**src/design/ckre_pkg.sv**
```systemverilog
// shared types and constants for the colour-key run extractor
`default_nettype none

package ckre_pkg;

    localparam int unsigned CFG_IDX_W   = 3;
    localparam int unsigned CFG_DATA_W  = 16;
    localparam int unsigned COORD_W     = 16;
    localparam int unsigned SIZE_W      = 15;
    localparam int unsigned PIXEL_W     = 16;
    localparam int unsigned OFFSET_W    = 30;
    localparam int unsigned QUEUE_DEPTH = 4;

    localparam logic [CFG_IDX_W-1:0] CFG_ORIGIN_X    = 3'd0;
    localparam logic [CFG_IDX_W-1:0] CFG_ORIGIN_Y    = 3'd1;
    localparam logic [CFG_IDX_W-1:0] CFG_BLIT_WIDTH  = 3'd2;
    localparam logic [CFG_IDX_W-1:0] CFG_BLIT_HEIGHT = 3'd3;
    localparam logic [CFG_IDX_W-1:0] CFG_KEY_COLOR   = 3'd4;

    typedef struct packed {
        logic signed [COORD_W-1:0] origin_x;
        logic signed [COORD_W-1:0] origin_y;
        logic [SIZE_W-1:0]         blit_width;
        logic [SIZE_W-1:0]         blit_height;
        logic [PIXEL_W-1:0]        key_color;
    } t_cfg;

    // one classified event from the front, waiting for address arithmetic
    typedef struct packed {
        logic                has_run;
        logic                done;
        logic [SIZE_W-1:0]   start_col;
        logic [SIZE_W-1:0]   run_len;
        logic [SIZE_W-1:0]   row;
        logic [OFFSET_W-1:0] row_base;
    } t_run_desc;

endpackage

`default_nettype wire

```
**src/design/ckre_front.sv**
```systemverilog
// front end: pixel acceptance, run tracking and event classification
`default_nettype none

module ckre_front (
    input  wire logic                                  i_clk,
    input  wire logic                                  i_rst_n,
    input  wire ckre_pkg::t_cfg                        i_cfg,
    input  wire logic                                  i_pix_valid,
    output logic                                       o_pix_ready,
    input  wire logic [ckre_pkg::PIXEL_W-1:0]          i_pixel,
    output logic                                       o_push,
    output ckre_pkg::t_run_desc                        o_desc,
    input  wire logic                                  i_push_ready
);

    localparam int unsigned SW = ckre_pkg::SIZE_W;
    localparam int unsigned OW = ckre_pkg::OFFSET_W;

    logic [SW-1:0] r_col, n_col;
    logic [SW-1:0] r_row, n_row;
    logic          r_in_run, n_in_run;
    logic [SW-1:0] r_start, n_start;
    logic [OW-1:0] r_row_base, n_row_base;

    logic          accept;
    logic          active;
    logic          opaque;
    logic          last_col;
    logic          last_row;
    logic          emit_run;
    logic          done;
    logic [SW-1:0] start;
    logic [SW-1:0] run_end;

    assign o_pix_ready = i_push_ready;
    assign accept      = i_pix_valid && i_push_ready;
    assign active      = (i_cfg.blit_width != '0) && (i_cfg.blit_height != '0);
    assign opaque      = (i_pixel != i_cfg.key_color);
    assign last_col    = r_col >= (i_cfg.blit_width - SW'(1));
    assign last_row    = r_row >= (i_cfg.blit_height - SW'(1));
    assign done        = last_col && last_row;

    always_comb begin
        emit_run = 1'b0;
        start    = '0;
        run_end  = '0;
        if (r_in_run) begin
            start = r_start;
            if (!opaque) begin
                emit_run = 1'b1;
                run_end  = r_col;
            end else if (last_col) begin
                emit_run = 1'b1;
                run_end  = r_col + SW'(1);
            end
        end else if (opaque) begin
            start = r_col;
            if (last_col) begin
                emit_run = 1'b1;
                run_end  = r_col + SW'(1);
            end
        end
    end

    assign o_push            = accept && active && (emit_run || done);
    assign o_desc.has_run    = emit_run;
    assign o_desc.done       = done;
    assign o_desc.start_col  = start;
    assign o_desc.run_len    = run_end - start;
    assign o_desc.row        = r_row;
    assign o_desc.row_base   = r_row_base;

    always_comb begin
        n_col      = r_col;
        n_row      = r_row;
        n_in_run   = r_in_run;
        n_start    = r_start;
        n_row_base = r_row_base;
        if (accept && active) begin
            if (last_col) begin
                n_col    = '0;
                n_in_run = 1'b0;
                n_start  = '0;
                if (last_row) begin
                    n_row      = '0;
                    n_row_base = '0;
                end else begin
                    n_row      = r_row + SW'(1);
                    n_row_base = r_row_base + OW'(i_cfg.blit_width);
                end
            end else begin
                if (opaque && !r_in_run) begin
                    n_start = r_col;
                end
                n_in_run = opaque;
                n_col    = r_col + SW'(1);
            end
        end
    end

    always_ff @(posedge i_clk) begin
        if (!i_rst_n) begin
            r_col      <= '0;
            r_row      <= '0;
            r_in_run   <= 1'b0;
            r_start    <= '0;
            r_row_base <= '0;
        end else begin
            r_col      <= n_col;
            r_row      <= n_row;
            r_in_run   <= n_in_run;
            r_start    <= n_start;
            r_row_base <= n_row_base;
        end
    end

endmodule

`default_nettype wire

```
**src/design/ckre_queue.sv**
```systemverilog
// short descriptor queue between front and back
`default_nettype none

module ckre_queue #(
    parameter int unsigned DEPTH = ckre_pkg::QUEUE_DEPTH
) (
    input  wire logic                 i_clk,
    input  wire logic                 i_rst_n,
    input  wire logic                 i_push,
    input  wire ckre_pkg::t_run_desc  i_desc,
    output logic                      o_push_ready,
    output logic                      o_pop_valid,
    output ckre_pkg::t_run_desc       o_desc,
    input  wire logic                 i_pop
);

    localparam int unsigned PTR_W = (DEPTH > 1) ? $clog2(DEPTH) : 1;
    localparam int unsigned CNT_W = $clog2(DEPTH + 1);

    ckre_pkg::t_run_desc r_mem [DEPTH];
    logic [PTR_W-1:0]    r_wr_ptr, n_wr_ptr;
    logic [PTR_W-1:0]    r_rd_ptr, n_rd_ptr;
    logic [CNT_W-1:0]    r_count, n_count;
    logic                do_push;
    logic                do_pop;

    assign o_push_ready = (r_count != CNT_W'(DEPTH));
    assign o_pop_valid  = (r_count != '0);
    assign o_desc       = r_mem[r_rd_ptr];
    assign do_push      = i_push && o_push_ready;
    assign do_pop       = i_pop && o_pop_valid;

    always_comb begin
        n_wr_ptr = r_wr_ptr;
        n_rd_ptr = r_rd_ptr;
        n_count  = r_count;
        if (do_push) begin
            n_wr_ptr = (r_wr_ptr == PTR_W'(DEPTH - 1)) ? '0 : r_wr_ptr + PTR_W'(1);
        end
        if (do_pop) begin
            n_rd_ptr = (r_rd_ptr == PTR_W'(DEPTH - 1)) ? '0 : r_rd_ptr + PTR_W'(1);
        end
        if (do_push && !do_pop) begin
            n_count = r_count + CNT_W'(1);
        end else if (do_pop && !do_push) begin
            n_count = r_count - CNT_W'(1);
        end
    end

    always_ff @(posedge i_clk) begin
        if (do_push) begin
            r_mem[r_wr_ptr] <= i_desc;
        end
    end

    always_ff @(posedge i_clk) begin
        if (!i_rst_n) begin
            r_wr_ptr <= '0;
            r_rd_ptr <= '0;
            r_count  <= '0;
        end else begin
            r_wr_ptr <= n_wr_ptr;
            r_rd_ptr <= n_rd_ptr;
            r_count  <= n_count;
        end
    end

endmodule

`default_nettype wire

```
**src/design/ckre_back.sv**
```systemverilog
// back end: destination and source address arithmetic, result register
`default_nettype none

module ckre_back (
    input  wire logic                                   i_clk,
    input  wire logic                                   i_rst_n,
    input  wire ckre_pkg::t_cfg                         i_cfg,
    input  wire logic                                   i_pop_valid,
    input  wire ckre_pkg::t_run_desc                    i_desc,
    output logic                                        o_pop,
    output logic                                        o_res_valid,
    input  wire logic                                   i_res_ready,
    output logic                                        o_has_run,
    output logic signed [ckre_pkg::COORD_W-1:0]         o_win_x,
    output logic signed [ckre_pkg::COORD_W-1:0]         o_win_y,
    output logic [ckre_pkg::SIZE_W-1:0]                 o_span_len,
    output logic [ckre_pkg::OFFSET_W-1:0]               o_src_offset,
    output logic                                        o_blit_done
);

    localparam int unsigned CW = ckre_pkg::COORD_W;
    localparam int unsigned SW = ckre_pkg::SIZE_W;
    localparam int unsigned OW = ckre_pkg::OFFSET_W;

    logic                 r_valid;
    logic                 r_has_run;
    logic [CW-1:0]        r_win_x;
    logic [CW-1:0]        r_win_y;
    logic [SW-1:0]        r_len;
    logic [OW-1:0]        r_src;
    logic                 r_done;
    logic [CW-1:0]        n_win_x;
    logic [CW-1:0]        n_win_y;
    logic [SW-1:0]        n_len;
    logic [OW-1:0]        n_src;

    assign o_pop = i_pop_valid && (!r_valid || i_res_ready);

    always_comb begin
        n_win_x = '0;
        n_win_y = '0;
        n_len   = '0;
        n_src   = '0;
        if (i_desc.has_run) begin
            n_win_x = CW'(i_cfg.origin_x) + CW'(i_desc.start_col);
            n_win_y = CW'(i_cfg.origin_y) + CW'(i_desc.row);
            n_len   = i_desc.run_len;
            n_src   = i_desc.row_base + OW'(i_desc.start_col);
        end
    end

    always_ff @(posedge i_clk) begin
        if (!i_rst_n) begin
            r_valid <= 1'b0;
        end else if (o_pop) begin
            r_valid <= 1'b1;
        end else if (i_res_ready) begin
            r_valid <= 1'b0;
        end
    end

    always_ff @(posedge i_clk) begin
        if (o_pop) begin
            r_has_run <= i_desc.has_run;
            r_win_x   <= n_win_x;
            r_win_y   <= n_win_y;
            r_len     <= n_len;
            r_src     <= n_src;
            r_done    <= i_desc.done;
        end
    end

    assign o_res_valid  = r_valid;
    assign o_has_run    = r_has_run;
    assign o_win_x      = signed'(r_win_x);
    assign o_win_y      = signed'(r_win_y);
    assign o_span_len   = r_len;
    assign o_src_offset = r_src;
    assign o_blit_done  = r_done;

endmodule

`default_nettype wire

```
**src/design/color_key_run_extractor.sv**
```systemverilog
// top level of the colour-key run extractor: config registers, front, queue, back
// each result passes through the descriptor queue and then the back's result register before o_res_valid
// throughput: one pixel per cycle while the queue is not full, set by the run tracker in the front
// the back drains one descriptor per cycle while its result is empty or taken; the queue absorbs output stalls
// reset (i_rst_n low, synchronous) clears counters, run state, queue and config
`default_nettype none

module color_key_run_extractor #(
    parameter int unsigned QUEUE_DEPTH = ckre_pkg::QUEUE_DEPTH
) (
    input  wire logic                                   i_clk,
    input  wire logic                                   i_rst_n,
    // configuration write port
    input  wire logic                                   i_cfg_we,
    input  wire logic [ckre_pkg::CFG_IDX_W-1:0]         i_cfg_index,
    input  wire logic [ckre_pkg::CFG_DATA_W-1:0]        i_cfg_data,
    // pixel channel
    input  wire logic                                   i_pix_valid,
    output logic                                        o_pix_ready,
    input  wire logic [ckre_pkg::PIXEL_W-1:0]           i_pixel,
    // result channel
    output logic                                        o_res_valid,
    input  wire logic                                   i_res_ready,
    output logic                                        o_has_run,
    output logic signed [ckre_pkg::COORD_W-1:0]         o_win_x,
    output logic signed [ckre_pkg::COORD_W-1:0]         o_win_y,
    output logic [ckre_pkg::SIZE_W-1:0]                 o_span_len,
    output logic [ckre_pkg::OFFSET_W-1:0]               o_src_offset,
    output logic                                        o_blit_done
);

    ckre_pkg::t_cfg      r_cfg;
    ckre_pkg::t_run_desc front_desc;
    ckre_pkg::t_run_desc queue_desc;
    logic                push;
    logic                push_ready;
    logic                pop_valid;
    logic                pop;

    // register file; the user must make writes only while the block is idle; the block does not enforce it
    always_ff @(posedge i_clk) begin
        if (!i_rst_n) begin
            r_cfg <= '0;
        end else if (i_cfg_we) begin
            case (i_cfg_index)
                ckre_pkg::CFG_ORIGIN_X:    r_cfg.origin_x    <= signed'(i_cfg_data);
                ckre_pkg::CFG_ORIGIN_Y:    r_cfg.origin_y    <= signed'(i_cfg_data);
                ckre_pkg::CFG_BLIT_WIDTH:  r_cfg.blit_width  <= i_cfg_data[ckre_pkg::SIZE_W-1:0];
                ckre_pkg::CFG_BLIT_HEIGHT: r_cfg.blit_height <= i_cfg_data[ckre_pkg::SIZE_W-1:0];
                ckre_pkg::CFG_KEY_COLOR:   r_cfg.key_color   <= i_cfg_data;
                default: ;  // unmapped index, write dropped
            endcase
        end
    end

    // front: tracks column, row and open run; emits an event on run close or rectangle end
    ckre_front u_front (
        .i_clk        (i_clk),
        .i_rst_n      (i_rst_n),
        .i_cfg        (r_cfg),
        .i_pix_valid  (i_pix_valid),
        .o_pix_ready  (o_pix_ready),
        .i_pixel      (i_pixel),
        .o_push       (push),
        .o_desc       (front_desc),
        .i_push_ready (push_ready)
    );

    // decoupling queue; pixel transfers stall only when it is full
    ckre_queue #(
        .DEPTH (QUEUE_DEPTH)
    ) u_queue (
        .i_clk        (i_clk),
        .i_rst_n      (i_rst_n),
        .i_push       (push),
        .i_desc       (front_desc),
        .o_push_ready (push_ready),
        .o_pop_valid  (pop_valid),
        .o_desc       (queue_desc),
        .i_pop        (pop)
    );

    // back: adds origin and row base, holds the result until its transfer
    ckre_back u_back (
        .i_clk        (i_clk),
        .i_rst_n      (i_rst_n),
        .i_cfg        (r_cfg),
        .i_pop_valid  (pop_valid),
        .i_desc       (queue_desc),
        .o_pop        (pop),
        .o_res_valid  (o_res_valid),
        .i_res_ready  (i_res_ready),
        .o_has_run    (o_has_run),
        .o_win_x      (o_win_x),
        .o_win_y      (o_win_y),
        .o_span_len   (o_span_len),
        .o_src_offset (o_src_offset),
        .o_blit_done  (o_blit_done)
    );

endmodule

`default_nettype wire

```
**config.mk**
```make
export PLATFORM = sky130hd
export DESIGN_NAME = color_key_run_extractor
export DESIGN_NICKNAME = d
export VERILOG_FILES = /design/src/design/ckre_pkg.sv /design/src/design/ckre_front.sv /design/src/design/ckre_queue.sv /design/src/design/ckre_back.sv /design/src/design/color_key_run_extractor.sv
export SDC_FILE = /design/constraint.sdc
export NUM_CORES = 1
export LEC_CHECK = 0
export BUFFER_PORTS_ARGS = -buffer_cell sky130_fd_sc_hd__buf_2
export CAP_MARGIN = 10
export CORE_AREA = 5 5 250 276
export CTS_CLUSTER_SIZE = 28
export DETAILED_ROUTE_END_ITERATION = 10
export DIE_AREA = 0 0 255 281
export MAX_ROUTING_LAYER = met4
export PLACE_DENSITY = 0.69
export SLEW_MARGIN = 10
export SYNTH_ARGS = -nofsm -noshare
export SYNTH_HDL_FRONTEND = slang
export SYNTH_HIERARCHICAL = 1
export SYNTH_SLANG_ARGS = --single-unit
export TNS_END_PERCENT = 50
```
**constraint.sdc**
```tcl
create_clock -name i_clk -period 6.45 [get_ports i_clk]
set_clock_uncertainty 0.1 [all_clocks]
set_input_delay 1.29 -clock i_clk [delete_from_list [all_inputs] [get_ports i_clk]]
set_output_delay 1.29 -clock i_clk [all_outputs]
set_load 0.05 [all_outputs]
```
* Yosys cells after proc, flatten, opt, wreduce, memory -nomap -nowiden
Memory sizes are Yosys's and may differ from the RTL's. A register that Yosys moved wholly into a read port is not among the register bits.
Index checks and enable logic that the tools add are counted.
** Storage, ports and cells
- Memories kept :: 1
- Input bits :: 40
- Memory bits (writable) :: 308
- Register bits :: 241
- Word-level logic and storage cells :: 101
- Output and inout bits :: 81
** Cells by class
- $add $sub $neg :: 13
- Multiplexer cells :: 26
- Equal/unequal tests :: 8
- Magnitude comparators :: 2
- Reduce and logical (&&, ||, !) cells :: 31
** Memory list
- u_queue.r_mem :: words 4, bits a word 77, read ports 1, clocked after Yosys merged registers in 1, wr ports 1, line ckre_queue.sv:20 : ckre_pkg::t_run_desc r_mem [DEPTH];
** Operators with widths (count)
- 15-bit 2-to-1 mux :: 10
- 30-bit by 15-bit adder with 30-bit output :: 2
- 16-bit by 15-bit adder with 16-bit output :: 2
- 15-bit by 1-bit adder with 15-bit output, second input constant :: 2
- 15-bit >= comparator :: 2
- 30-bit 2-to-1 mux :: 1
- 15-bit nonzero test :: 2
- 15-bit by 1-bit subtractor with 15-bit output, second input constant :: 2
- 16-bit != test :: 1
- 15-bit subtractor :: 1
- 2-bit AND reduction :: 7
- 1-bit logical AND :: 11
- 1-bit 2-to-1 mux :: 9
- 2-bit 2-to-1 mux :: 4
- 3-bit by 2-bit == test with 1-bit output, second input constant :: 2
- 3-bit 2-to-1 mux :: 2
- 2-bit nonzero test :: 3
- 2-bit by 1-bit adder with 2-bit output, second input constant :: 2
- 2-bit == test, second input constant :: 2
- 1-bit logical NOT :: 4
- 3-bit by 1-bit adder with 3-bit output, second input constant :: 1
- 3-bit by 1-bit == test with 1-bit output, second input constant :: 1
- 3-bit == test, second input constant :: 1
- 3-bit logical NOT :: 1
- 4 further kinds :: 5

* Logic depth before layout (Yosys ltp)
Gate-level depths: netlist of run 1.
- Depth in word-level cells :: 12
- Mapped depth :: 24
- Gate-level depth less buffers :: 22

* By module
Netlist of run 1, hierarchy kept.
** Modules (own cells, without submodules)
- ckre_queue :: instances 1, area each 11584.9 um^2, seq. area each 9429.0 um^2, cells an instance 454
- ckre_front :: instances 1, area each 6407.4 um^2, seq. area each 1521.5 um^2, cells an instance 819
- ckre_back :: instances 1, area each 5129.9 um^2, seq. area each 2392.3 um^2, cells an instance 474
- color_key_run_extractor :: instances 1, area each 2895.3 um^2, seq. area each 1561.5 um^2, cells an instance 274

* Worst setup path after synthesis of run 1
Ideal clock, no wire load.
- Path kind :: input to register
- From :: in i_res_ready
- To :: reg u_queue.r_count[2]
- Cell stages on the path :: 9
- Setup slack :: -0.566 ns
- Arrival time :: 6.840 ns
- Cells stage by stage :: nor2b_1 > nor2b_1 > o31ai_1 > ha_1 > inv_1 > fa_1 > xor2_1 > or3_2 > a21boi_0
** Between the ends
- Word-level cells in the longest chain between the ends :: 6
- Elaborated cells on any way between the ends :: 8
- Classes of those cells :: mux (1); reduce/logical (7)
** RTL lines
- start: declaration :: line color_key_run_extractor.sv:23 : input wire logic i_res_ready,
- 1-bit logical OR (*) :: line ckre_back.sv:37 : assign o_pop = i_pop_valid && (!r_valid || i_res_ready);
- 1-bit logical AND (*) :: line ckre_back.sv:37
- via pop :: line color_key_run_extractor.sv:38 : logic pop;
- 1-bit logical AND (*) :: line ckre_queue.sv:31 : assign do_pop = i_pop && o_pop_valid;
- 1-bit logical NOT :: line ckre_queue.sv:43 : if (do_push && !do_pop) begin
- 1-bit logical AND :: line ckre_queue.sv:43
- 3-bit 2-to-1 mux or 2-bit nonzero test (tied branches)
- end signal: assignment :: line ckre_queue.sv:64 : r_count <= n_count;
- end: declaration :: line ckre_queue.sv:23 : logic [CNT_W-1:0] r_count, n_count;
The timed path passes the listed nets; every way through them passes the cells marked *.
A chain may end at the register's enable or synchronous reset.

==> results of run 1 <==
-- cells in the mapped netlist, types with 5 or more instances --
cell,number
sky130_fd_sc_hd__and2_1,30
sky130_fd_sc_hd__inv_1,47
sky130_fd_sc_hd__or3_1,16
sky130_fd_sc_hd__a21o_1,21
sky130_fd_sc_hd__nand2_1,211
sky130_fd_sc_hd__o211ai_1,14
sky130_fd_sc_hd__o21ai_1,5
sky130_fd_sc_hd__mux4_2,77
sky130_fd_sc_hd__a22o_1,12
sky130_fd_sc_hd__buf_2,23
sky130_fd_sc_hd__and3_1,25
sky130_fd_sc_hd__nor2_1,140
sky130_fd_sc_hd__nand2b_1,13
sky130_fd_sc_hd__a31oi_1,7
sky130_fd_sc_hd__edfxtp_1,387
sky130_fd_sc_hd__a21oi_1,77
sky130_fd_sc_hd__buf_4,7
sky130_fd_sc_hd__mux2i_1,84
sky130_fd_sc_hd__o21ai_0,63
sky130_fd_sc_hd__xnor2_1,60
sky130_fd_sc_hd__o31ai_1,12
sky130_fd_sc_hd__nand4_1,16
sky130_fd_sc_hd__a211oi_1,16
sky130_fd_sc_hd__o21bai_1,8
sky130_fd_sc_hd__or4_1,14
sky130_fd_sc_hd__nor2b_1,9
sky130_fd_sc_hd__nor4_1,13
sky130_fd_sc_hd__buf_6,12
sky130_fd_sc_hd__nor3_1,23
sky130_fd_sc_hd__dfxtp_1,164
sky130_fd_sc_hd__ha_1,115
sky130_fd_sc_hd__nand3_1,36
sky130_fd_sc_hd__fa_1,6
sky130_fd_sc_hd__and4_1,8
sky130_fd_sc_hd__o21a_1,29
sky130_fd_sc_hd__xor2_1,81
sky130_fd_sc_hd__clkbuf_1,40
sky130_fd_sc_hd__a22oi_1,15
-- path summary, 6_finish.rpt --
check | startpoint | endpoint | slack (ns) | cells after the start
worst max register to register | r_cfg[34] | u_queue/r_mem[1][59] | 0.49 | 20
worst min-delay path | r_cfg[57] | r_cfg[57] | 0.37 | 2
worst max-delay path | r_cfg[34] | u_queue/r_mem[1][59] | 0.49 | 20
worst min register to register | r_cfg[57] | r_cfg[57] | 0.37 | 2
-- final cells by class --
class                           count  area [µm²]  share of cell area (%)
Antenna cell                        1       2.502                0.008535
Clock buffer                       64        1409                   4.805
Clock inverter                     35       406.6                   1.387
Inverter                           49       183.9                  0.6273
Multi-Input combinational cell   1332       10470                   35.71
Sequential cell                   551       14910                   50.86
Tap cell                          858        1074                   3.662
Timing Repair Buffer              146       860.8                   2.936
-- sequential cells by signal, summed over array words and instances (netlist names), named ones only --
name	cells
u_front/r_start	15
u_queue/r_rd_ptr	2
u_front/r_row_base	30
u_queue/r_count	3
u_back/o_blit_done	1
u_front/r_in_run	1
r_cfg	78
u_queue/r_mem	308
u_back/o_win_y	16
u_back/o_has_run	1
u_queue/r_wr_ptr	2
u_back/o_res_valid	1
u_front/r_col	15
u_back/o_win_x	16
u_front/r_row	15
u_back/o_span_len	15
u_back/o_src_offset	30
-- worst reg2reg max path: stages, from the launching register on --
cell and delay, ns:
sky130_fd_sc_hd__dfxtp_1 0.37, sky130_fd_sc_hd__or4_1 0.61, sky130_fd_sc_hd__or4_1 0.47, sky130_fd_sc_hd__or2_2 0.33
sky130_fd_sc_hd__nor3_1 0.24, sky130_fd_sc_hd__xnor2_1 0.17, sky130_fd_sc_hd__ha_1 0.27, sky130_fd_sc_hd__and4_1 0.17
sky130_fd_sc_hd__and4bb_1 0.26, sky130_fd_sc_hd__or3_1 0.34, sky130_fd_sc_hd__and2_1 0.27, sky130_fd_sc_hd__nand2_1 0.10
sky130_fd_sc_hd__o21ai_0 0.07, sky130_fd_sc_hd__ha_1 0.34, sky130_fd_sc_hd__nor2b_1 0.17, sky130_fd_sc_hd__o31a_1 0.27
sky130_fd_sc_hd__o41ai_1 0.40, sky130_fd_sc_hd__o2111ai_1 0.19, sky130_fd_sc_hd__o211ai_1 0.17, sky130_fd_sc_hd__o21ai_0 0.16
sky130_fd_sc_hd__xor2_1 0.22
-- logic make-up (layout without fill, tap and decap cells) --
kind of cell | count (synthesis) | count (layout) | synth area share (%)
simple gates | 581 | 581 | 10.79
flops | 551 | 551 | 57.29
compound gates | 328 | 328 | 8.680
mux | 161 | 161 | 9.897
xor+xnor | 141 | 141 | 4.747
buf+inv | 138 | 294 | 2.611
fa+ha+maj | 121 | 121 | 5.992
other cells | 0 | 1 | 0
-- where the power goes --
part | switching [µW] | internal [µW] | total, µW
clock | 1330 | 1890 | 3210
combinational | 171 | 103 | 274
sequential | 12.7 | 3760 | 3780
total | 1510 | 5750 | 7270
-- per-layer routing --
| metal | wire [µm] | part of all wire [%] | global-route usage [%] |
|---|---|---|---|
| met1 | 25290 | 41 | 20.73 |
| met3 | 2950 | 4.8 | 2.304 |
| met5 | 0 | 0 | - |
| met2 | 30910 | 50 | 29.64 |
| met4 | 2558 | 4.1 | 6.684 |
-- metrics by stage --
stage / instances / total power [µW] / util, %
2_1_floorplan: 2021 / 4047 / -
3_3_place_gp: 2936 / 4116 / 41.72
3_5_place_dp: 2936 / 4125 / 41.72
4_1_cts: 3035 / 7333 / 44.48
5_1_grt: 3035 / 7507 / 44.49
6_report: 3036 / 7265 / 44.49
==> impl_metrics.toml, run 1 <==
[status]
status = "finished, final reports clean"

[clock_network]
cts.htree.levels = 2
clk-insertion-delay-late_ns = 0.58
postCtsHoldBufs = 0
post_cts_buffers = 0
clk_transition_reported_paths_ns = 0.06
clock_sink_count = 551
cts_made_buffers = 53
clockRootBuffer = "sky130_fd_sc_hd__clkbuf_16"
cts.repair.resized = 0
tritoncts_clock_tree = "built"
clock_path_buffers = 3

[die]
die_area_mm2 = 0.07166
row_count = 99
design.core.area_mm2 = 0.06590
die_height_um = 281
die-width_um = 255
i_o_pins = 121
floorplan.initialDensity_pct = 39.48

[final_layout]
layout.cells.most_common_list = "sky130_fd_sc_hd__edfxtp_1 (387), sky130_fd_sc_hd__nand2_1 (211), sky130_fd_sc_hd__dfxtp_1 (162)"
final.fill_count = 5833
drive_above_1_share_pct = 15.71
post_route_cell_area_mm2 = 0.02932
final_common_cell = "sky130_fd_sc_hd__edfxtp_1"
post_layout_net_count = 2294
synthToLayoutAreaGrowth_pct = 12.69

[yosys]
synth_sequential_area_ratio_pct = 57.29
dominantRegCellSynth = "sky130_fd_sc_hd__edfxtp_1"
async_reset_ff_share_pct = 0
count_of_unique_library_cells_instantiated_by_yosys = 90
synth-seq-cells = 551
synth.largest_area_cell = "sky130_fd_sc_hd__edfxtp_1"
postSynthNetCount = 2182
synth.cell_area_mm2 = 0.02602
synth_top_cells_by_area = "sky130_fd_sc_hd__edfxtp_1 (45%), sky130_fd_sc_hd__dfxtp_1 (13%), sky130_fd_sc_hd__mux4_2 (6.7%)"
ys_warn_count = 6
synth_cells = 2021
synth_top_area_share_pct = 44.67
synth_area_per_cell_um2 = 12.87
edff_count_synth = 387

[setup_path]
cp_cell_sequence = "or4_1 -> or4_1 -> or2_2 -> nor3_1 -> xnor2_1 -> ha_1 -> and4_1 -> and4bb_1 -> or3_1 -> and2_1 -> nand2_1 -> o21ai_0 -> ha_1 -> nor2b_1 -> o31a_1 -> o41ai_1 -> o2111ai_1 -> o211ai_1 -> o21ai_0 -> xor2_1"
crit_path_top_delay_cell = "sky130_fd_sc_hd__or4_1"
crit_arrival_ns = 6.14
cp_num_buf_inv = 0
data_required_time_of_the_worst_path_ns = 6.63
cpLargestDelayFamily = "simple AND/OR/NAND/NOR gates"
cp_max_fo = 7
cpPeakStageDelay_ns = 0.60
criticalPathCategory = "flip-flop to flip-flop"
worstSetupStartpointType = "flip-flop"
critical_path.endpoint_type = "flip-flop"

[routing]
dr_total_vias = 16720
drt-pass1-iter-count = 5
final_antenna_net_count = 0
vias_per_cell = 5.508
totalWireLength_mm = 61.71
drt_drc_violations_left = 0
routedWlPerCell_um = 20.33
detailedRoute.firstIterationViolations = 1056

[global_route]
first_global_vias = 16900
grt_pass1_wl_mm = 95.28
antenna_found_initial = 0
grt_max_degree = 80
gr-total-overflow = 0
track_usage_pct = 17.26

[sta]
finalWorstPathRequiredPeriod_ns = 5.963
hold_viol = 0
fmax_mhz = 167.7
timing.setup.tns_ns = 0
period_utilization_post_route_pct = 92.45
timing.final.ws_setup_ns = 0.4869
drv_slew = 0
slew-limit-headroom_pct = 14.87
timing_worst_slew_pin_value_ns = 1.268
grt_setup_unrepaired = "no"
setup_viol = 0
final_hold_slack_ns = 0.3674

[worst_hold_path]
hold_path.class = "flip-flop to flip-flop"

[placed_design]
dpl_hpwl_mm = 42.13
detailed_place.area_mm2 = 0.02750
finalWeightedCongestion = 0.8928
dp_slack_ns = 0.3680
io_buffer_count = 120

[job]
max-cap-violations = 0

[pwr]
power_leakage_uw = 0.01091
vdd_ir_drop_max_v = 0.0001759
p_per_area_mw_per_mm2 = 247.8
Power figures use the tool's default switching activity.
==> run 2, diff against run 1 <==
CTS_BUF_LIST = sky130_fd_sc_hd__clkbuf_16   (was not set)
==> run 2 against run 1 <==
Against the previous run:
- clock power shrank 1%
- highest routed layer unchanged
- setup slack improved by 0.0040 ns
- non-clock buffer count did not move
- fmax about the same
- largest cell class unchanged
- cell area is essentially flat
- register-to-register slack is essentially flat
- combinational power about the same
- worst hold slack about the same
- global-route usage about the same
==> impl_metrics.toml, run 2 (synthesized netlist as in run 1, its figures left out) <==
[routing]
drt-pass1-iter-count = 6
detailedRoute.firstIterationViolations = 1056
dr_total_vias = 16730
drt_drc_violations_left = 0
routedWlPerCell_um = 20.32
final_antenna_net_count = 0
totalWireLength_mm = 61.69
vias_per_cell = 5.510

[clock_network]
postCtsHoldBufs = 0
clockRootBuffer = "sky130_fd_sc_hd__clkbuf_16"
clk-insertion-delay-late_ns = 0.58
clk_transition_reported_paths_ns = 0.06
tritoncts_clock_tree = "built"
clock_sink_count = 551
clock_path_buffers = 3
cts_made_buffers = 53
cts.htree.levels = 2

[setup_path]
ff2ff_setup_slack_ns = 0.49
data_required_time_of_the_worst_path_ns = 6.63
crit_path_top_delay_cell = "sky130_fd_sc_hd__or4_1"
cp_max_fo = 7
critical_path.endpoint_type = "flip-flop"
criticalPathCategory = "flip-flop to flip-flop"
critical_path.reg2reg.startpoint = "r_cfg[34]"
number_of_cells_on_the_worst_reg_to_reg_path = 20
reg2reg_to = "u_queue/r_mem[1][59]"
cp_cell_sequence = "or4_1 -> or4_1 -> or2_2 -> nor3_1 -> xnor2_1 -> ha_1 -> and4_1 -> and4bb_1 -> or3_1 -> and2_1 -> nand2_1 -> o21ai_0 -> ha_1 -> nor2b_1 -> o31a_1 -> o41ai_1 -> o2111ai_1 -> o211ai_1 -> o21ai_0 -> xor2_1"
worstSetupStartpointType = "flip-flop"
cpPeakStageDelay_ns = 0.60
crit_arrival_ns = 6.14

[sta]
period_utilization_post_route_pct = 92.39
timing_worst_slew_pin_value_ns = 1.259
fmax_mhz = 167.8
slew-limit-headroom_pct = 15.51
finalWorstPathRequiredPeriod_ns = 5.959
final_hold_slack_ns = 0.3674
setup_viol = 0
timing.setup.tns_ns = 0
grt_setup_unrepaired = "no"
drv_slew = 0
hold_viol = 0

[final_layout]
final_common_cell = "sky130_fd_sc_hd__edfxtp_1"
post_layout_net_count = 2294
reg.largest.list = "u_queue/r_mem: 308 flops, r_cfg: 78 flops"
top_register = "u_queue/r_mem"
drive_above_1_share_pct = 15.62
final.fill_count = 5838
largest_register_ffs = 308
layout.cells.most_common_list = "sky130_fd_sc_hd__edfxtp_1 (387), sky130_fd_sc_hd__nand2_1 (211), sky130_fd_sc_hd__dfxtp_1 (162)"
synthToLayoutAreaGrowth_pct = 12.61

[pwr]
vdd_ir_drop_max_v = 0.0001747
power_leakage_uw = 0.01093
p_per_area_mw_per_mm2 = 246.6

[worst_hold_path]
worst_hold_startpoint = "r_cfg[57]"
whs_endpoint = "r_cfg[57]"
hold_path.class = "flip-flop to flip-flop"
hold_path_depth = 2

[placed_design]
finalWeightedCongestion = 0.8928
dpl_hpwl_mm = 42.13
io_buffer_count = 120

[die]
die_area_mm2 = 0.07166
i_o_pins = 121
design.core.area_mm2 = 0.06590
die-width_um = 255
die_height_um = 281
row_count = 99
floorplan.initialDensity_pct = 39.48

[global_route]
gr-total-overflow = 0
track_usage_pct = 17.26
first_global_vias = 16900
grt_max_degree = 80
antenna_found_initial = 0
grt_pass1_wl_mm = 95.26

[status]
status = "finished, final reports clean"

[job]
max-cap-violations = 0
[run 2: changes by cell type in the layout (fill, tap and decap cells not counted)]
cell	previous run	this run
sky130_fd_sc_hd__clkbuf_1	8	0
sky130_fd_sc_hd__clkbuf_8	2	0
sky130_fd_sc_hd__clkinv_1	7	9
sky130_fd_sc_hd__inv_1	47	55
[run 2: report_power, final]
part           switching [µW]  internal (µW)
Sequential               12.8           3760
Clock                    1320           1850
Combinational             172            103
[run 2: cell type report]
type                            instances  area, µm²  share of cell area (%)
Inverter                               49      183.9                  0.6277
Clock inverter                         45      444.2                   1.516
Tap cell                              858       1074                   3.664
Clock buffer                           54       1351                   4.612
Sequential cell                       551      14910                   50.89
Antenna cell                            1      2.502                0.008541
Multi-Input combinational cell       1332      10470                   35.74
Timing Repair Buffer                  146      860.8                   2.938
[run 2: routing by layer]
metal  vias to the layer above  track usage [%]  part of all wire [%]
met2                       493            29.64                    50
met3                       145            2.304                   5.0
li1                       7806                -                     -
met5                         -                -                     0
met1                      8283            20.72                    41
met4                         0            6.684                   4.2
[run 2: worst max-delay path by stage]
stage / start / endpoint / slack [ns] / cells after the start
2_1_floorplan: r_cfg[34] / u_queue/r_mem[0][56] / 0.81 / 21
3_3_place_gp: r_cfg[34] / u_queue/r_mem[2][56] / 0.49 / 20
3_5_place_dp: r_cfg[34] / u_queue/r_mem[2][58] / 0.37 / 19
4_1_cts: r_cfg[34] / u_queue/r_mem[1][58] / 0.33 / 19
5_1_grt: r_cfg[34] / u_queue/r_mem[1][58] / 0.09 / 19
6_report: r_cfg[34] / u_queue/r_mem[1][59] / 0.49 / 20
[run 2: repair_timing]
item	in CTS	in global routing
gates resized for setup	0	2
setup endpoints to repair	0	8
buffers inserted	0	0
[run 2: stage by stage]
step	util [%]	total power [µW]	worst slack, ns	std cells	instance area [µm²]
floorplan	-	4047	0.8133	2021	26020
detailed placement	41.72	4125	0.3680	2936	27500
global placement	41.72	4116	0.4851	2936	27500
CTS	44.45	7297	0.3250	3035	29290
global route	44.46	7470	0.09262	3035	29300
finish	44.46	7226	0.4908	3036	29300
[run 2: worst max-delay path: cells and delay by family, from the launching register on]
family / cells / cell delay (ns)
AOI/OAI and AO/OA: 6 / 1.26
and+or+nand+nor: 10 / 2.93
adders and majority gates: 2 / 0.61
xor gates and xnor gates: 2 / 0.39
DFF: 1 / 0.37
==> run 3, diff against run 2 <==
ABC_AREA = 1   (was not set)
BUFFER_PORTS_ARGS = -buffer_cell sky130_fd_sc_hd__buf_4   (was -buffer_cell sky130_fd_sc_hd__buf_2)
CORE_AREA = 5 5 260 287   (was 5 5 250 276)
DIE_AREA = 0 0 265 292   (was 0 0 255 281)
PLACE_DENSITY = 0.68   (was 0.69)
==> run 3 against run 2 <==
Against the previous run:
- sequential share of layout area shrank 3.8 points
- core utilization shrank 0.12 points
- synthesized cell count grew 59%
- sequential power grew 6.6%
- fmax grew 18%
- via count grew 32%
- die area grew 8.0%
- first-iteration DRC count grew 90%
- combinational power grew to 4.3 times the previous value
- critical endpoint is now u_queue/r_mem[2][57]
- largest cell class unchanged
- largest power group unchanged
==> impl_metrics.toml, run 3 <==
[clock_network]
tritoncts_clock_tree = "built"
postCtsHoldBufs = 0
clk_transition_reported_paths_ns = 0.06
cts.htree.levels = 2
clockRootBuffer = "sky130_fd_sc_hd__clkbuf_16"
post_cts_buffers = 0
cts.repair.resized = 0
clk-insertion-delay-late_ns = 0.62
cts_made_buffers = 56
clock_path_buffers = 3
clock_sink_count = 551

[setup_path]
critPathLaunch = "r_cfg[32]"
critical_path.endpoint_type = "flip-flop"
worst_setup_path_endpoint = "u_queue/r_mem[2][57]"
critical_path.reg2reg.startpoint = "r_cfg[32]"
ff2ff_setup_slack_ns = 1.40
data_required_time_of_the_worst_path_ns = 6.76
criticalPathCategory = "flip-flop to flip-flop"
number_of_cells_on_the_worst_reg_to_reg_path = 26
reg2reg_to = "u_queue/r_mem[2][57]"
crit_arrival_ns = 5.36
cp_max_fo = 10
worstSetupStartpointType = "flip-flop"

[routing]
final_antenna_net_count = 0
vias_per_cell = 5.142
drt_drc_violations_left = 0
detailedRoute.firstIterationViolations = 2009
totalWireLength_mm = 74.19
dr_total_vias = 22100
routedWlPerCell_um = 17.27
drt-pass1-iter-count = 6

[yosys]
synth.largest_area_cell = "sky130_fd_sc_hd__edfxtp_1"
dominantRegCellSynth = "sky130_fd_sc_hd__edfxtp_1"
yosys.cell_count.top_type = "sky130_fd_sc_hd__nand2_1"
ys_warn_count = 6
synth.cell_area_mm2 = 0.02817
synth-seq-cells = 551
postSynthNetCount = 3376
async_reset_ff_share_pct = 0
most_frequent_cells_after_synthesis = "sky130_fd_sc_hd__nand2_1 (594), sky130_fd_sc_hd__nor2_1 (591), sky130_fd_sc_hd__edfxtp_1 (387), sky130_fd_sc_hd__inv_1 (320), sky130_fd_sc_hd__o21ai_0 (242)"
synth_sequential_area_ratio_pct = 52.91
edff_count_synth = 387
count_of_unique_library_cells_instantiated_by_yosys = 57
synth_top_cells_by_area = "sky130_fd_sc_hd__edfxtp_1 (41%), sky130_fd_sc_hd__dfxtp_1 (12%), sky130_fd_sc_hd__nand2_1 (7.9%)"
synth_area_per_cell_um2 = 8.761
synth_top_area_share_pct = 41.26
synth_cells = 3215

[sta]
drv_slew = 0
grt_setup_unrepaired = "no"
timing.final.ws_setup_ns = 1.399
setup_viol = 0
timing_worst_slew_pin_value_ns = 1.069
period_utilization_post_route_pct = 78.32
fmax_mhz = 198.0
finalWorstPathRequiredPeriod_ns = 5.051
slew-limit-headroom_pct = 28.71
hold_viol = 0

[die]
die_height_um = 292
row_count = 103
design.core.area_mm2 = 0.07140
die_area_mm2 = 0.07738
die-width_um = 265
i_o_pins = 121
floorplan.initialDensity_pct = 39.45

[pwr]
netSwitchingFraction_pct = 26.88
power.clock.fraction_pct = 38.7
vdd_ir_drop_max_v = 0.0002284
power_leakage_uw = 0.01275
netSwitchingPower_uw = 2289
share_comb_of_total_power_pct = 13.9
p_per_area_mw_per_mm2 = 268.9
p_int_uw = 6225
power.share.sequential_pct = 47.4

[placed_design]
finalWeightedCongestion = 0.9506
dpl_hpwl_mm = 51.74
placedCellCount = 4189
dp_slack_ns = 1.245
io_buffer_count = 120

[global_route]
met3_usage_pct = 2.705
first_global_vias = 20390
gr-total-overflow = 0
grt_max_degree = 101
top_usage_layer = "met2"
track_usage_pct = 19.17
use_met1_pct = 25.92
grt_pass1_wl_mm = 115.5
met2_usage_pct = 29.98
antenna_found_initial = 2

[final_layout]
post_layout_net_count = 3463
final_common_cell = "sky130_fd_sc_hd__nand2_1"
top_register = "u_queue/r_mem"
drive_above_1_share_pct = 8.687
reg.largest.list = "u_queue/r_mem: 308 flops, r_cfg: 78 flops"
layout.cells.most_common_list = "sky130_fd_sc_hd__nand2_1 (594), sky130_fd_sc_hd__nor2_1 (586), sky130_fd_sc_hd__edfxtp_1 (387)"
final-instance-count-excl-fill = 4297
final.fill_count = 6944
synthToLayoutAreaGrowth_pct = 12.39
largest_register_ffs = 308

[status]
status = "finished, final reports clean"

[worst_hold_path]
hold_path_depth = 2
hold_path.class = "flip-flop to flip-flop"

[job]
max-cap-violations = 0
[run 3: changes by cell type after synthesis, sizes merged, moves of 35 or more]
cell / change
a21oi: +73
inv: +282
mux2i: -84
mux4: -77
nand2: +399
nand3: +177
nor2: +466
o21ai: +180
o22ai: +84
xnor2: -40
xor2: -35
[run 3: per-stage QoR]
step	power, µW	hold WS (ns)	utilization, %	cell area (µm²)	TNS, ns
final	8513	0.3794	44.34	31660	0
after global placement	5276	0.3645	41.67	29750	0
after floorplan	4951	0.3540	-	28170	-34.27
after detailed placement	5296	0.3721	41.67	29750	0
after global routing	8878	0.3947	44.34	31660	0
after CTS	8587	0.3812	44.33	31650	0
[run 3: cell type report]
class	instances	area, µm²	area share, %
Clock inverter	47	422.9	1.336
Antenna cell	2	5.005	0.01581
Inverter	331	1256	3.968
Multi-Input combinational cell	2223	11360	35.89
Clock buffer	59	1476	4.664
Timing Repair Buffer	139	1044	3.296
Tap cell	945	1182	3.735
Sequential cell	551	14910	47.10
[run 3: kinds of logic after synthesis]
| group | Yosys count | synth area share, % |
|---|---|---|
| XOR/XNOR | 66 | 2.052 |
| adder cells (fa/ha/maj) | 121 | 5.535 |
| buffers and inverters | 441 | 6.952 |
| AND/OR/NAND/NOR | 1512 | 22.48 |
| flip-flops | 551 | 52.91 |
| AO/OA/AOI/OAI | 524 | 10.07 |
[run 3: worst min path at each step]
stage / from / to / slack [ns]
CTS: u_front/r_start[5] / u_front/r_start[5] / 0.38
global route: u_front/r_start[10] / u_front/r_start[10] / 0.39
detailed placement: u_front/r_start[5] / u_front/r_start[5] / 0.37
floorplan: r_cfg[23] / r_cfg[23] / 0.35
global placement: r_cfg[61] / r_cfg[61] / 0.36
finish: u_front/r_start[10] / u_front/r_start[10] / 0.38
[run 3: worst max-delay path: stages, from the launching register on]
cell and delay (ns):
sky130_fd_sc_hd__dfxtp_1 0.37, sky130_fd_sc_hd__nor2_1 0.12, sky130_fd_sc_hd__nand2_1 0.11, sky130_fd_sc_hd__nor4_1 0.36
sky130_fd_sc_hd__nand3_1 0.19, sky130_fd_sc_hd__nor2_1 0.17, sky130_fd_sc_hd__nand2_1 0.08, sky130_fd_sc_hd__xor2_1 0.14
sky130_fd_sc_hd__ha_1 0.28, sky130_fd_sc_hd__nand2_1 0.07, sky130_fd_sc_hd__nor2_1 0.15, sky130_fd_sc_hd__inv_1 0.05
sky130_fd_sc_hd__nor2_1 0.10, sky130_fd_sc_hd__nand2_1 0.07, sky130_fd_sc_hd__nand3_2 0.18, sky130_fd_sc_hd__nand2_2 0.18
sky130_fd_sc_hd__inv_1 0.20, sky130_fd_sc_hd__nand2_1 0.07, sky130_fd_sc_hd__o21ai_0 0.12, sky130_fd_sc_hd__inv_1 0.10
sky130_fd_sc_hd__fa_1 0.46, sky130_fd_sc_hd__nor3_1 0.24, sky130_fd_sc_hd__nor2_1 0.13, sky130_fd_sc_hd__o21ai_0 0.30
sky130_fd_sc_hd__nand3_1 0.13, sky130_fd_sc_hd__nand2_1 0.10, sky130_fd_sc_hd__xor2_1 0.27
[run 3: layer usage]
metal  part of all wire, %  vias to the layer above  wire length (µm)
met1                    44                    10310             32740
met4                   3.5                        0              2607
met3                   6.8                      146              5050
li1                      -                    10960                 -
met2                    46                      672             33790
met5                     0                        -                 0
[run 3: power groups by stage]
stage               logic [µW]  registers, µW  clock network [µW]
finish                    1190           4030                3290
global route              1320           4040                3510
CTS                       1190           4030                3360
detailed placement        1190           4110                   0
global placement          1170           4110                   0
floorplan                  733           4220                   0
